--- src/hw/rtl/rs485gb_pkg.sv ---
// ----------------------------------------------------------------------------
// rs485gb_pkg
// Shared constants, opcodes and inter-module structs for the RS485 idle-gap
// frame buffer.
// ----------------------------------------------------------------------------
package rs485gb_pkg;

    localparam int BUF_DEPTH = 128;
    localparam int BUF_AW    = $clog2(BUF_DEPTH);
    localparam int BUF_CW    = $clog2(BUF_DEPTH + 1);

    localparam logic [7:0] IDLE_TIMEOUT_RST = 8'd50;

    typedef enum logic [2:0] {
        OP_TICK     = 3'd0,
        OP_RX_BYTE  = 3'd1,
        OP_TX_DONE  = 3'd2,
        OP_TX_WRITE = 3'd3,
        OP_TX_START = 3'd4,
        OP_RELEASE  = 3'd5,
        OP_RX_READ  = 3'd6,
        OP_NONE     = 3'd7
    } op_t;

    // one store access request per cycle
    typedef struct packed {
        logic              we;
        logic [BUF_AW-1:0] waddr;
        logic [7:0]        wdata;
        logic              re;
        logic [BUF_AW-1:0] raddr;
    } mem_req_t;

    // status travelling alongside the store read
    typedef struct packed {
        logic       tx_valid;
        logic       rd_valid;
        logic       drive_on;
        logic       frame_done;
        logic [7:0] rx_count;
    } rsp_meta_t;

endpackage

--- src/hw/rtl/rs485gb_ram.sv ---
// ----------------------------------------------------------------------------
// rs485gb_ram
// Simple dual-port synchronous RAM, one write and one registered read port.
// ----------------------------------------------------------------------------
module rs485gb_ram #(
    parameter int DEPTH = 128,
    parameter int WIDTH = 8
) (
    input  logic                     aclk,
    input  logic                     we,
    input  logic [$clog2(DEPTH)-1:0] waddr,
    input  logic [WIDTH-1:0]         wdata,
    input  logic                     re,
    input  logic [$clog2(DEPTH)-1:0] raddr,
    output logic [WIDTH-1:0]         rdata
);

    logic [WIDTH-1:0] mem [DEPTH];
    logic [WIDTH-1:0] rdata_reg;

    always_ff @(posedge aclk) begin
        if (we) begin
            mem[waddr] <= wdata;
        end
    end

    always_ff @(posedge aclk) begin
        if (re) begin
            rdata_reg <= mem[raddr];
        end
    end

    assign rdata = rdata_reg;

endmodule

--- src/hw/rtl/rs485gb_ctrl.sv ---
// ----------------------------------------------------------------------------
// rs485gb_ctrl
// Receive/transmit control state, idle timer and store address generation.
// ----------------------------------------------------------------------------
module rs485gb_ctrl (
    input  logic                  aclk,
    input  logic                  aresetn,
    input  logic                  cfg_we,
    input  logic [7:0]            cfg_data,
    input  logic                  accept,
    input  logic [2:0]            opcode,
    input  logic [7:0]            data,
    input  logic [6:0]            index,
    input  logic [7:0]            length,
    output rs485gb_pkg::mem_req_t rx_req,
    output rs485gb_pkg::mem_req_t tx_req,
    output rs485gb_pkg::rsp_meta_t meta
);
    import rs485gb_pkg::*;

    logic [7:0]        idle_timeout_reg;
    logic [BUF_CW-1:0] rx_fill_reg,  rx_fill_next;
    logic              frame_done_reg, frame_done_next;
    logic [7:0]        idle_timer_reg, idle_timer_next;
    logic [BUF_CW-1:0] tx_left_reg,  tx_left_next;
    logic [BUF_CW-1:0] tx_pos_reg,   tx_pos_next;
    logic              drive_on_reg, drive_on_next;

    op_t               op;
    logic              idx_ok;
    logic [BUF_AW-1:0] rx_wa;
    logic [BUF_AW-1:0] tx_ra;
    logic [BUF_CW-1:0] len_sat;
    logic [7:0]        timer_dec;
    logic              tx_valid;

    assign op        = op_t'(opcode);
    assign idx_ok    = 32'(index) < 32'(BUF_DEPTH);
    // wrap to 0 when the store is full
    assign rx_wa     = (rx_fill_reg >= BUF_CW'(BUF_DEPTH)) ? '0 : rx_fill_reg[BUF_AW-1:0];
    assign tx_ra     = (tx_pos_reg  >= BUF_CW'(BUF_DEPTH)) ? '0 : tx_pos_reg[BUF_AW-1:0];
    assign len_sat   = (32'(length) > 32'(BUF_DEPTH)) ? BUF_CW'(BUF_DEPTH) : BUF_CW'(length);
    assign timer_dec = idle_timer_reg - 8'd1;

    always_comb begin
        rx_fill_next    = rx_fill_reg;
        frame_done_next = frame_done_reg;
        idle_timer_next = idle_timer_reg;
        tx_left_next    = tx_left_reg;
        tx_pos_next     = tx_pos_reg;
        drive_on_next   = drive_on_reg;
        tx_valid        = 1'b0;
        rx_req          = '0;
        tx_req          = '0;
        rx_req.wdata    = data;
        tx_req.wdata    = data;
        rx_req.waddr    = rx_wa;
        tx_req.waddr    = BUF_AW'(index);
        rx_req.raddr    = BUF_AW'(index);
        tx_req.raddr    = tx_ra;
        if (accept) begin
            unique case (op)
                OP_TICK: begin
                    if (idle_timer_reg != 8'd0) begin
                        idle_timer_next = timer_dec;
                        if (timer_dec == 8'd0 && rx_fill_reg != '0) begin
                            frame_done_next = 1'b1;
                        end
                    end
                end
                OP_RX_BYTE: begin
                    if (!frame_done_reg) begin
                        rx_req.we    = 1'b1;
                        rx_fill_next = BUF_CW'(rx_wa) + BUF_CW'(1);
                    end
                    idle_timer_next = idle_timeout_reg;
                end
                OP_TX_DONE: begin
                    if (tx_left_reg != '0) begin
                        tx_valid     = 1'b1;
                        tx_req.re    = 1'b1;
                        tx_pos_next  = BUF_CW'(tx_ra) + BUF_CW'(1);
                        tx_left_next = tx_left_reg - BUF_CW'(1);
                    end else begin
                        tx_pos_next   = '0;
                        drive_on_next = 1'b0;
                    end
                end
                OP_TX_WRITE: begin
                    tx_req.we = idx_ok;
                end
                OP_TX_START: begin
                    if (length != 8'd0) begin
                        tx_valid      = 1'b1;
                        tx_req.re     = 1'b1;
                        tx_req.raddr  = '0;
                        drive_on_next = 1'b1;
                        tx_pos_next   = BUF_CW'(1);
                        tx_left_next  = len_sat - BUF_CW'(1);
                    end
                end
                OP_RELEASE: begin
                    frame_done_next = 1'b0;
                    rx_fill_next    = '0;
                end
                OP_RX_READ: begin
                    rx_req.re = idx_ok;
                end
                OP_NONE: begin
                end
            endcase
        end
    end

    always_comb begin
        meta.tx_valid   = tx_valid;
        meta.rd_valid   = (op == OP_RX_READ) && idx_ok;
        meta.drive_on   = drive_on_next;
        meta.frame_done = frame_done_next;
        meta.rx_count   = 8'(rx_fill_next);
    end

    always_ff @(posedge aclk) begin
        if (!aresetn) begin
            idle_timeout_reg <= IDLE_TIMEOUT_RST;
            rx_fill_reg      <= '0;
            frame_done_reg   <= 1'b0;
            idle_timer_reg   <= 8'd0;
            tx_left_reg      <= '0;
            tx_pos_reg       <= '0;
            drive_on_reg     <= 1'b0;
        end else begin
            if (cfg_we) begin
                idle_timeout_reg <= cfg_data;
            end
            rx_fill_reg    <= rx_fill_next;
            frame_done_reg <= frame_done_next;
            idle_timer_reg <= idle_timer_next;
            tx_left_reg    <= tx_left_next;
            tx_pos_reg     <= tx_pos_next;
            drive_on_reg   <= drive_on_next;
        end
    end

endmodule

--- src/hw/rtl/rs485gb_resp.sv ---
// ----------------------------------------------------------------------------
// rs485gb_resp
// Read-return stage and output register: merges store data with status.
// ----------------------------------------------------------------------------
module rs485gb_resp (
    input  logic                   aclk,
    input  logic                   aresetn,
    input  logic                   accept,
    input  rs485gb_pkg::rsp_meta_t meta,
    input  logic [7:0]             tx_rdata,
    input  logic [7:0]             rx_rdata,
    output logic                   in_ready,
    input  logic                   m_ready,
    output logic                   m_valid,
    output logic                   m_tx_valid,
    output logic [7:0]             m_tx_byte,
    output logic                   m_driver_enable,
    output logic                   m_frame_ready,
    output logic [7:0]             m_rx_count,
    output logic [7:0]             m_read_data
);
    import rs485gb_pkg::*;

    logic      s1_valid_reg, s1_valid_next;
    rsp_meta_t s1_meta_reg;
    logic      m_valid_reg,  m_valid_next;
    logic      out_free;
    logic      advance;

    logic       tx_valid_reg;
    logic [7:0] tx_byte_reg;
    logic       drive_reg;
    logic       frame_reg;
    logic [7:0] count_reg;
    logic [7:0] rdata_reg;

    assign out_free = !m_valid_reg || m_ready;
    assign advance  = s1_valid_reg && out_free;
    assign in_ready = !s1_valid_reg || out_free;

    always_comb begin
        s1_valid_next = s1_valid_reg;
        if (accept) begin
            s1_valid_next = 1'b1;
        end else if (advance) begin
            s1_valid_next = 1'b0;
        end
        m_valid_next = m_valid_reg;
        if (advance) begin
            m_valid_next = 1'b1;
        end else if (m_ready) begin
            m_valid_next = 1'b0;
        end
    end

    always_ff @(posedge aclk) begin
        if (!aresetn) begin
            s1_valid_reg <= 1'b0;
            m_valid_reg  <= 1'b0;
        end else begin
            s1_valid_reg <= s1_valid_next;
            m_valid_reg  <= m_valid_next;
        end
    end

    always_ff @(posedge aclk) begin
        if (accept) begin
            s1_meta_reg <= meta;
        end
        if (advance) begin
            tx_valid_reg <= s1_meta_reg.tx_valid;
            tx_byte_reg  <= s1_meta_reg.tx_valid ? tx_rdata : 8'd0;
            drive_reg    <= s1_meta_reg.drive_on;
            frame_reg    <= s1_meta_reg.frame_done;
            count_reg    <= s1_meta_reg.rx_count;
            rdata_reg    <= s1_meta_reg.rd_valid ? rx_rdata : 8'd0;
        end
    end

    assign m_valid         = m_valid_reg;
    assign m_tx_valid      = tx_valid_reg;
    assign m_tx_byte       = tx_byte_reg;
    assign m_driver_enable = drive_reg;
    assign m_frame_ready   = frame_reg;
    assign m_rx_count      = count_reg;
    assign m_read_data     = rdata_reg;

endmodule

--- src/hw/rtl/rs485_idle_gap_frame_buffer.sv ---
// ----------------------------------------------------------------------------
// rs485_idle_gap_frame_buffer
// RS485 half-duplex frame buffer with idle-gap end-of-frame detection.
// ----------------------------------------------------------------------------
// Path: a transaction's store read and status are registered on acceptance in
//   the read-return slot, then move into the output register when it is free.
// Throughput: one transaction per cycle while the result channel is not stalled;
//   set by the control update on acceptance and one access per cycle per port.
// Reset: aresetn synchronous, active low; clears all control state and loads
//   the idle timeout with 50. The stores are not cleared and need no sweep.
// ----------------------------------------------------------------------------
module rs485_idle_gap_frame_buffer (
    input  logic       aclk,
    input  logic       aresetn,
    // configuration: idle timeout in ticks
    input  logic       cfg_valid,
    output logic       cfg_ready,
    input  logic [7:0] cfg_data,
    // event / command channel
    input  logic       s_valid,
    output logic       s_ready,
    input  logic [2:0] s_opcode,
    input  logic [7:0] s_data,
    input  logic [6:0] s_index,
    input  logic [7:0] s_length,
    // result channel
    output logic       m_valid,
    input  logic       m_ready,
    output logic       m_tx_valid,
    output logic [7:0] m_tx_byte,
    output logic       m_driver_enable,
    output logic       m_frame_ready,
    output logic [7:0] m_rx_count,
    output logic [7:0] m_read_data
);
    import rs485gb_pkg::*;

    logic      accept;
    mem_req_t  rx_req;
    mem_req_t  tx_req;
    rsp_meta_t meta;
    logic [7:0] rx_rdata;
    logic [7:0] tx_rdata;

    // the user must make register writes only while idle; unenforced, always ready
    assign cfg_ready = 1'b1;
    assign accept    = s_valid && s_ready;

    // Control: updates all scalar state but the idle timeout in the cycle of
    // acceptance and issues the store accesses. A write and a later read of the
    // same entry are always in different cycles, so the stores need no forwarding.
    rs485gb_ctrl u_ctrl (
        .aclk     (aclk),
        .aresetn  (aresetn),
        .cfg_we   (cfg_valid && cfg_ready),
        .cfg_data (cfg_data),
        .accept   (accept),
        .opcode   (s_opcode),
        .data     (s_data),
        .index    (s_index),
        .length   (s_length),
        .rx_req   (rx_req),
        .tx_req   (tx_req),
        .meta     (meta)
    );

    // receive store: written by rx bytes, read back by index
    rs485gb_ram #(
        .DEPTH (BUF_DEPTH),
        .WIDTH (8)
    ) u_rx_ram (
        .aclk  (aclk),
        .we    (rx_req.we),
        .waddr (rx_req.waddr),
        .wdata (rx_req.wdata),
        .re    (rx_req.re),
        .raddr (rx_req.raddr),
        .rdata (rx_rdata)
    );

    // transmit store: written by software, read on start and tx done
    rs485gb_ram #(
        .DEPTH (BUF_DEPTH),
        .WIDTH (8)
    ) u_tx_ram (
        .aclk  (aclk),
        .we    (tx_req.we),
        .waddr (tx_req.waddr),
        .wdata (tx_req.wdata),
        .re    (tx_req.re),
        .raddr (tx_req.raddr),
        .rdata (tx_rdata)
    );

    // Read-return slot plus output register: the read data register holds
    // while the slot waits, since no new transaction is taken then.
    rs485gb_resp u_resp (
        .aclk            (aclk),
        .aresetn         (aresetn),
        .accept          (accept),
        .meta            (meta),
        .tx_rdata        (tx_rdata),
        .rx_rdata        (rx_rdata),
        .in_ready        (s_ready),
        .m_ready         (m_ready),
        .m_valid         (m_valid),
        .m_tx_valid      (m_tx_valid),
        .m_tx_byte       (m_tx_byte),
        .m_driver_enable (m_driver_enable),
        .m_frame_ready   (m_frame_ready),
        .m_rx_count      (m_rx_count),
        .m_read_data     (m_read_data)
    );

`ifndef SYNTHESIS
    // input stalls only when both result slots are full
    a_stall_only_when_full: assert property (@(posedge aclk) disable iff (!aresetn)
        !s_ready |-> (m_valid && !m_ready))
        else $error("input stalled with a free result slot");

    // a byte is only sent while the driver is enabled
    a_tx_needs_driver: assert property (@(posedge aclk) disable iff (!aresetn)
        (m_valid && m_tx_valid) |-> m_driver_enable)
        else $error("tx byte issued with driver disabled");

    // no stray byte without a send
    a_tx_byte_zero: assert property (@(posedge aclk) disable iff (!aresetn)
        (m_valid && !m_tx_valid) |-> (m_tx_byte == 8'd0))
        else $error("tx byte non-zero while not sending");

    // a ready frame always holds bytes
    a_frame_not_empty: assert property (@(posedge aclk) disable iff (!aresetn)
        (m_valid && m_frame_ready) |-> (m_rx_count != 8'd0))
        else $error("frame ready with empty receive buffer");
`endif

endmodule
--- config.mk ---
export PLATFORM = sky130hd
export DESIGN_NAME = rs485_idle_gap_frame_buffer
export DESIGN_NICKNAME = d
export VERILOG_FILES = /design/src/hw/rtl/rs485gb_pkg.sv /design/src/hw/rtl/rs485gb_ram.sv /design/src/hw/rtl/rs485gb_ctrl.sv /design/src/hw/rtl/rs485gb_resp.sv /design/src/hw/rtl/rs485_idle_gap_frame_buffer.sv
export SDC_FILE = /design/constraint.sdc
export NUM_CORES = 2
export LEC_CHECK = 0
export BUFFER_PORTS_ARGS = -buffer_cell sky130_fd_sc_hd__buf_2
export CORE_AREA = 2 2 387 389
export DETAILED_ROUTE_END_ITERATION = 7
export DIE_AREA = 0 0 389 391
export HOLD_SLACK_MARGIN = 0.15
export PLACE_DENSITY = 0.82
export SLEW_MARGIN = 20
export SYNTH_ARGS = -nofsm -noshare
export SYNTH_HDL_FRONTEND = slang
export SYNTH_HIERARCHICAL = 1
export SYNTH_SLANG_ARGS = --single-unit
--- constraint.sdc ---
create_clock -name aclk -period 4.2 [get_ports aclk]
set_input_delay 0.63 -clock aclk [delete_from_list [all_inputs] [get_ports aclk]]
set_output_delay 0.63 -clock aclk [all_outputs]
set_load 0.01 [all_outputs]
-- After elaboration in Yosys (flattened, before gate mapping)
Memories as Yosys holds them, arrays and structs flattened. A register that Yosys moved wholly into a read port is not among the register bits.
Index checks and enable logic that the tools add are counted.
- register bits after elaboration: 83
- memory bits (writable): 2048
- output and inout port bits: 30
- word-level logic and storage cells: 103
- memories kept: 2
- $add $sub $neg: 5
- magnitude comparators: 3
- equal/unequal tests: 9
- multiplexer cells: 44
- reductions and logical operators: 20
- memory list (name ; words ; bits a word ; rd ports ; clocked after memory_dff ; wr ports ; line ; source):
    u_rx_ram.mem ; 128 ; 8 ; 1 ; 1 ; 1 ; rs485gb_ram.sv:18 ; logic [WIDTH-1:0] mem [DEPTH];
    u_tx_ram.mem ; 128 ; 8 ; 1 ; 1 ; 1 ; rs485gb_ram.sv:18 ;
- operator list (operator ; number):
    $mux W8 ; 10
    $pmux W8 S2 ; 4
    $reduce_bool A8 Y1 ; 4
    $sub A8 B1 Y8 const B ; 3
    $mux W1 ; 23
    $mux W7 ; 3
    $add A7 B1 Y8 const B ; 2
    $ge A8 B8 Y1 const B ; 2
    $eq A3 B3 Y1 const B ; 3
    $gt A8 B8 Y1 const B ; 1
    $logic_not A8 Y1 ; 1
    $pmux W1 S2 ; 4
    $reduce_bool A2 Y1 ; 4
    $eq A3 B2 Y1 const B ; 2
    $ne A2 B1 Y1 const B ; 3
    $reduce_and A3 Y1 ; 2
    $reduce_and A4 Y1 ; 1
    $eq A3 B1 Y1 const B ; 1
    $logic_and A1 B1 Y1 ; 3
    $logic_not A3 Y1 ; 1
    $logic_not A1 Y1 ; 2
    $logic_or A1 B1 Y1 ; 2

-- Longest topological paths before layout
- depth in word-level cells: 7
- gate-level depth with buffers: 13
- gate-level depth less buffers: 11

-- Cells and area by module
The synthesis kept the hierarchy.
- by module, submodules not included (module ; instances ; cells an instance ; area an instance (µm²)):
    rs485gb_ram ; 2 ; 1635 ; 39745.6
    rs485gb_ctrl ; 1 ; 364 ; 3020.4
    rs485gb_resp ; 1 ; 63 ; 1352.5
    rs485_idle_gap_frame_buffer ; 1 ; 3 ; 17.5

-- Worst setup path after synthesis
OpenSTA, ideal clock, no wires.
- kind: input to register
- start point: input m_ready
- end point: register u_tx_ram.rdata_reg[0] (netlist: u_tx_ram/rdata[0]), read port of u_tx_ram.mem, data pin
- library setup time: 260 ps
- data arrival time: 4055 ps
- data required time: 3940 ps
- path slack: -114 ps
- stages: 13
- path buffers: 2
- path through: nor2b_2 -> nand2_1 -> and2_1 -> nand4bb_1 -> a21oi_2 -> nor2_1 -> and2_1 -> buf_1 -> buf_1 -> mux4_2 -> mux4_2 -> mux4_2 -> mux2_2
- RTL lines (element ; line ; source):
    start, declared ; rs485_idle_gap_frame_buffer.sv:28 ; input logic m_ready,
    end, declared ; rs485gb_ram.sv:19 ; logic [WIDTH-1:0] rdata_reg;

==> results.toml <==
[run_status]
status = "finished with violations"
failed_checks = "negative setup slack"

[sta]
tightest_slew_ps = 1215
min_period_over_period_pct = 100.7
hold_slack_ps = 162.2
setup_viol = 16
finalCriticalPeriod_ps = 4230
hold_viol = 0
timing.slew.headroom_pct = 18.83
clock.fmax_mhz = 236.4
report.final.slew_viol_count = 0
skew_ps = 44.72
setup_slack_ps = -30.50
rsz0062_at_grt = "yes"

[logic_synthesis]
synth_seq_area_share_pct = 76.34
async_reset_ff_share_pct = 0
ys_seq_elements = 2147
yosys_most_used_dff = "edfxtp_1"
yosysWarnings = 6
synth_edf_count = 2103
ys_types = 79
netlist_instances = 3700
avgSynthCellArea_um2 = 22.67
synthesis.area_um2 = 83880
synth_fp_nets = 3745

[critical_path]
critical_path_buf_inv_count = 1
crit_path_end_kind = "flip-flop"
slowest_stage = "nor2_1"
cp_common_cell = "nand2_1"
cp.arrival_ps = 4690
path_max_fanout = 18
path_cells = "nor2b_2, nand2_1, and2_1, buf_4, nand3b_1, nor3_2, nor2b_1, nand2_1, nor2_1"
path_delay_family = "simple AND/OR/NAND/NOR gates"
slowest_delay_ps = 910
cp.required_ps = 4660
path_class = "reg -> reg"
worst_setup_path_start_kind = "flip-flop"

[finish]
nets = 4142
n_fill_cell = 8523
area_growth_pct = 13.67
final-instance-count-excl-fill = 6202
post-route-util_pct = 64.19
final_common_cell = "edfxtp_1"
multi_input_area_um2 = 18660
register_area_um2 = 64030
layout_common_cells = "edfxtp_1 (2103), mux4_2 (672), buf_4 (318)"
layout-drive-gt1-share_pct = 33.54

[routing]
wl_mm = 225.6
antenna_left = 0
drc = 0
vias = 43871
via_per_inst = 7.074
wire_per_inst_um = 36.38
drtIter0Drc = 7623
first_pass_iters = 8

[grt]
grt_start_max_net_pins = 166
gr-usage-all-layers_pct = 29.76
antenna_found_initial = 13
grt_pass1_vias = 44210
grt_pass1_wl_mm = 323.3
overflow = 0

[clocking]
numCtsBuffers = 192
clk_latency_ps = 850
clk_pin_slew_ps = 70
cts_setup_buffers = 0
cts_root_buffer = "clkbuf_16"
clock_path_buffers = 3
numClockSinks = 2147
htree_levels = 4
cts_tree = "done"

[floorplanning]
start_util_pct = 56.47
dieArea_um2 = 152100
io_pins = 69
die-height_um = 391
core_area_um2 = 148500
row_count = 142
fp.dieW_um = 389

[place]
gp_congestion = 0.8380
hpwl_mm = 120.7
io_buffer_count = 67
dp.cells = 5836

[power_and_ir_drop]
leakage_nw = 29.63
vdd_drop_max_mv = 0.3973
powerDensity_nw_per_um2 = 456.9

[run]
cap_violations = 0

[hold_path]
min_path_type = "in -> reg"
## kinds of logic after synthesis
| family | synth area share, % |
|---|---|
| compound gates | 0.7980 |
| xor+xnor | 0.09398 |
| buf+inv | 1.448 |
| flops | 76.34 |
| mux | 18.40 |
| simple gates | 2.830 |
| fa+ha+maj | 0.08950 |
| other cells | 0.004471 |
## synth_stat cells, types with 7 or more instances
cell type | n | area (um2)
edfxtp_1 | 2103 | 63150
mux4_2 | 672 | 15130
nor2_1 | 269 | 1010
clkbuf_1 | 99 | 371.6
buf_4 | 58 | 435.4
nand2_1 | 55 | 206.5
dfxtp_1 | 44 | 880.8
buf_1 | 36 | 135.1
buf_2 | 35 | 175.2
and2_1 | 34 | 212.7
nor2b_1 | 33 | 206.5
nand3_1 | 29 | 145.1
nor3_1 | 22 | 110.1
a21oi_1 | 17 | 85.08
mux2_2 | 16 | 180.2
o21ai_0 | 14 | 70.07
mux2i_1 | 12 | 120.1
nor3b_1 | 9 | 67.56
buf_6 | 7 | 78.83
xnor2_1 | 7 | 61.31
## layer usage
| layer | GRT usage (%) | share of wire (%) | wire (um) |
|---|---|---|---|
| met1 | 39.02 | 33 | 74020 |
| met2 | 48.29 | 49 | 111000 |
| met3 | 7.409 | 13 | 29180 |
| met4 | 12.30 | 5.0 | 11270 |
| met5 | 0 | 0.053 | 119 |
## cell type report
| cell class | count | area share, % |
|---|---|---|
| clock inverters | 113 | 1.384 |
| well taps | 1944 | 2.551 |
| multi-input cells | 1313 | 19.57 |
| diodes | 4 | 0.01050 |
| repair buffers | 438 | 4.036 |
| clock buffers | 238 | 5.274 |
| flip-flops and latches | 2147 | 67.15 |
| inverters | 5 | 0.01968 |
## through the flow
stage	setup TNS (ps)	total power (W)	worst slack, ps	cell area, um2
after floorplan	0	0.02521	22.05	83920
after global placement	0	0.02579	12.10	88820
after detailed placement	-502.2	0.02586	-99.81	88820
after CTS	0	0.04362	156.3	95250
after global routing	-302.6	0.04440	-23.82	95340
final	-266.0	0.04357	-30.50	95350
## power by group
group          internal, W  switching, W
combinational     0.000771       0.00116
sequential          0.0235     0.0000305
clock              0.00998       0.00808
## worst register-to-register path: cells and delay by family (launching register included)
kind / cells / cell delay (ps)
simple gates: 8 / 3260
flops: 1 / 310
buf+inv: 1 / 270
## path summary, 6_finish.rpt
path / end / from / cells after the start / slack [ps]
worst max-delay path: u_rx_ram/mem[16][6] / u_resp/m_valid / 9 / -30
worst min-delay path: u_tx_ram/mem[71][5] / s_data[5] / 1 / 160
worst max register to register: u_rx_ram/mem[16][6] / u_resp/m_valid / 9 / -30
worst min register to register: u_resp/m_rx_count[5] / u_resp/s1_meta_reg[5] / 0 / 410
## what timing repair did
| action | CTS | global route |
|---|---|---|
| hold endpoints to repair | 8 | 0 |
| gates resized for setup | 0 | 1 |
| hold buffers | 8 | 0 |
| endpoints found under the setup margin | 0 | 8 |
(Power assumes the default switching activity.)
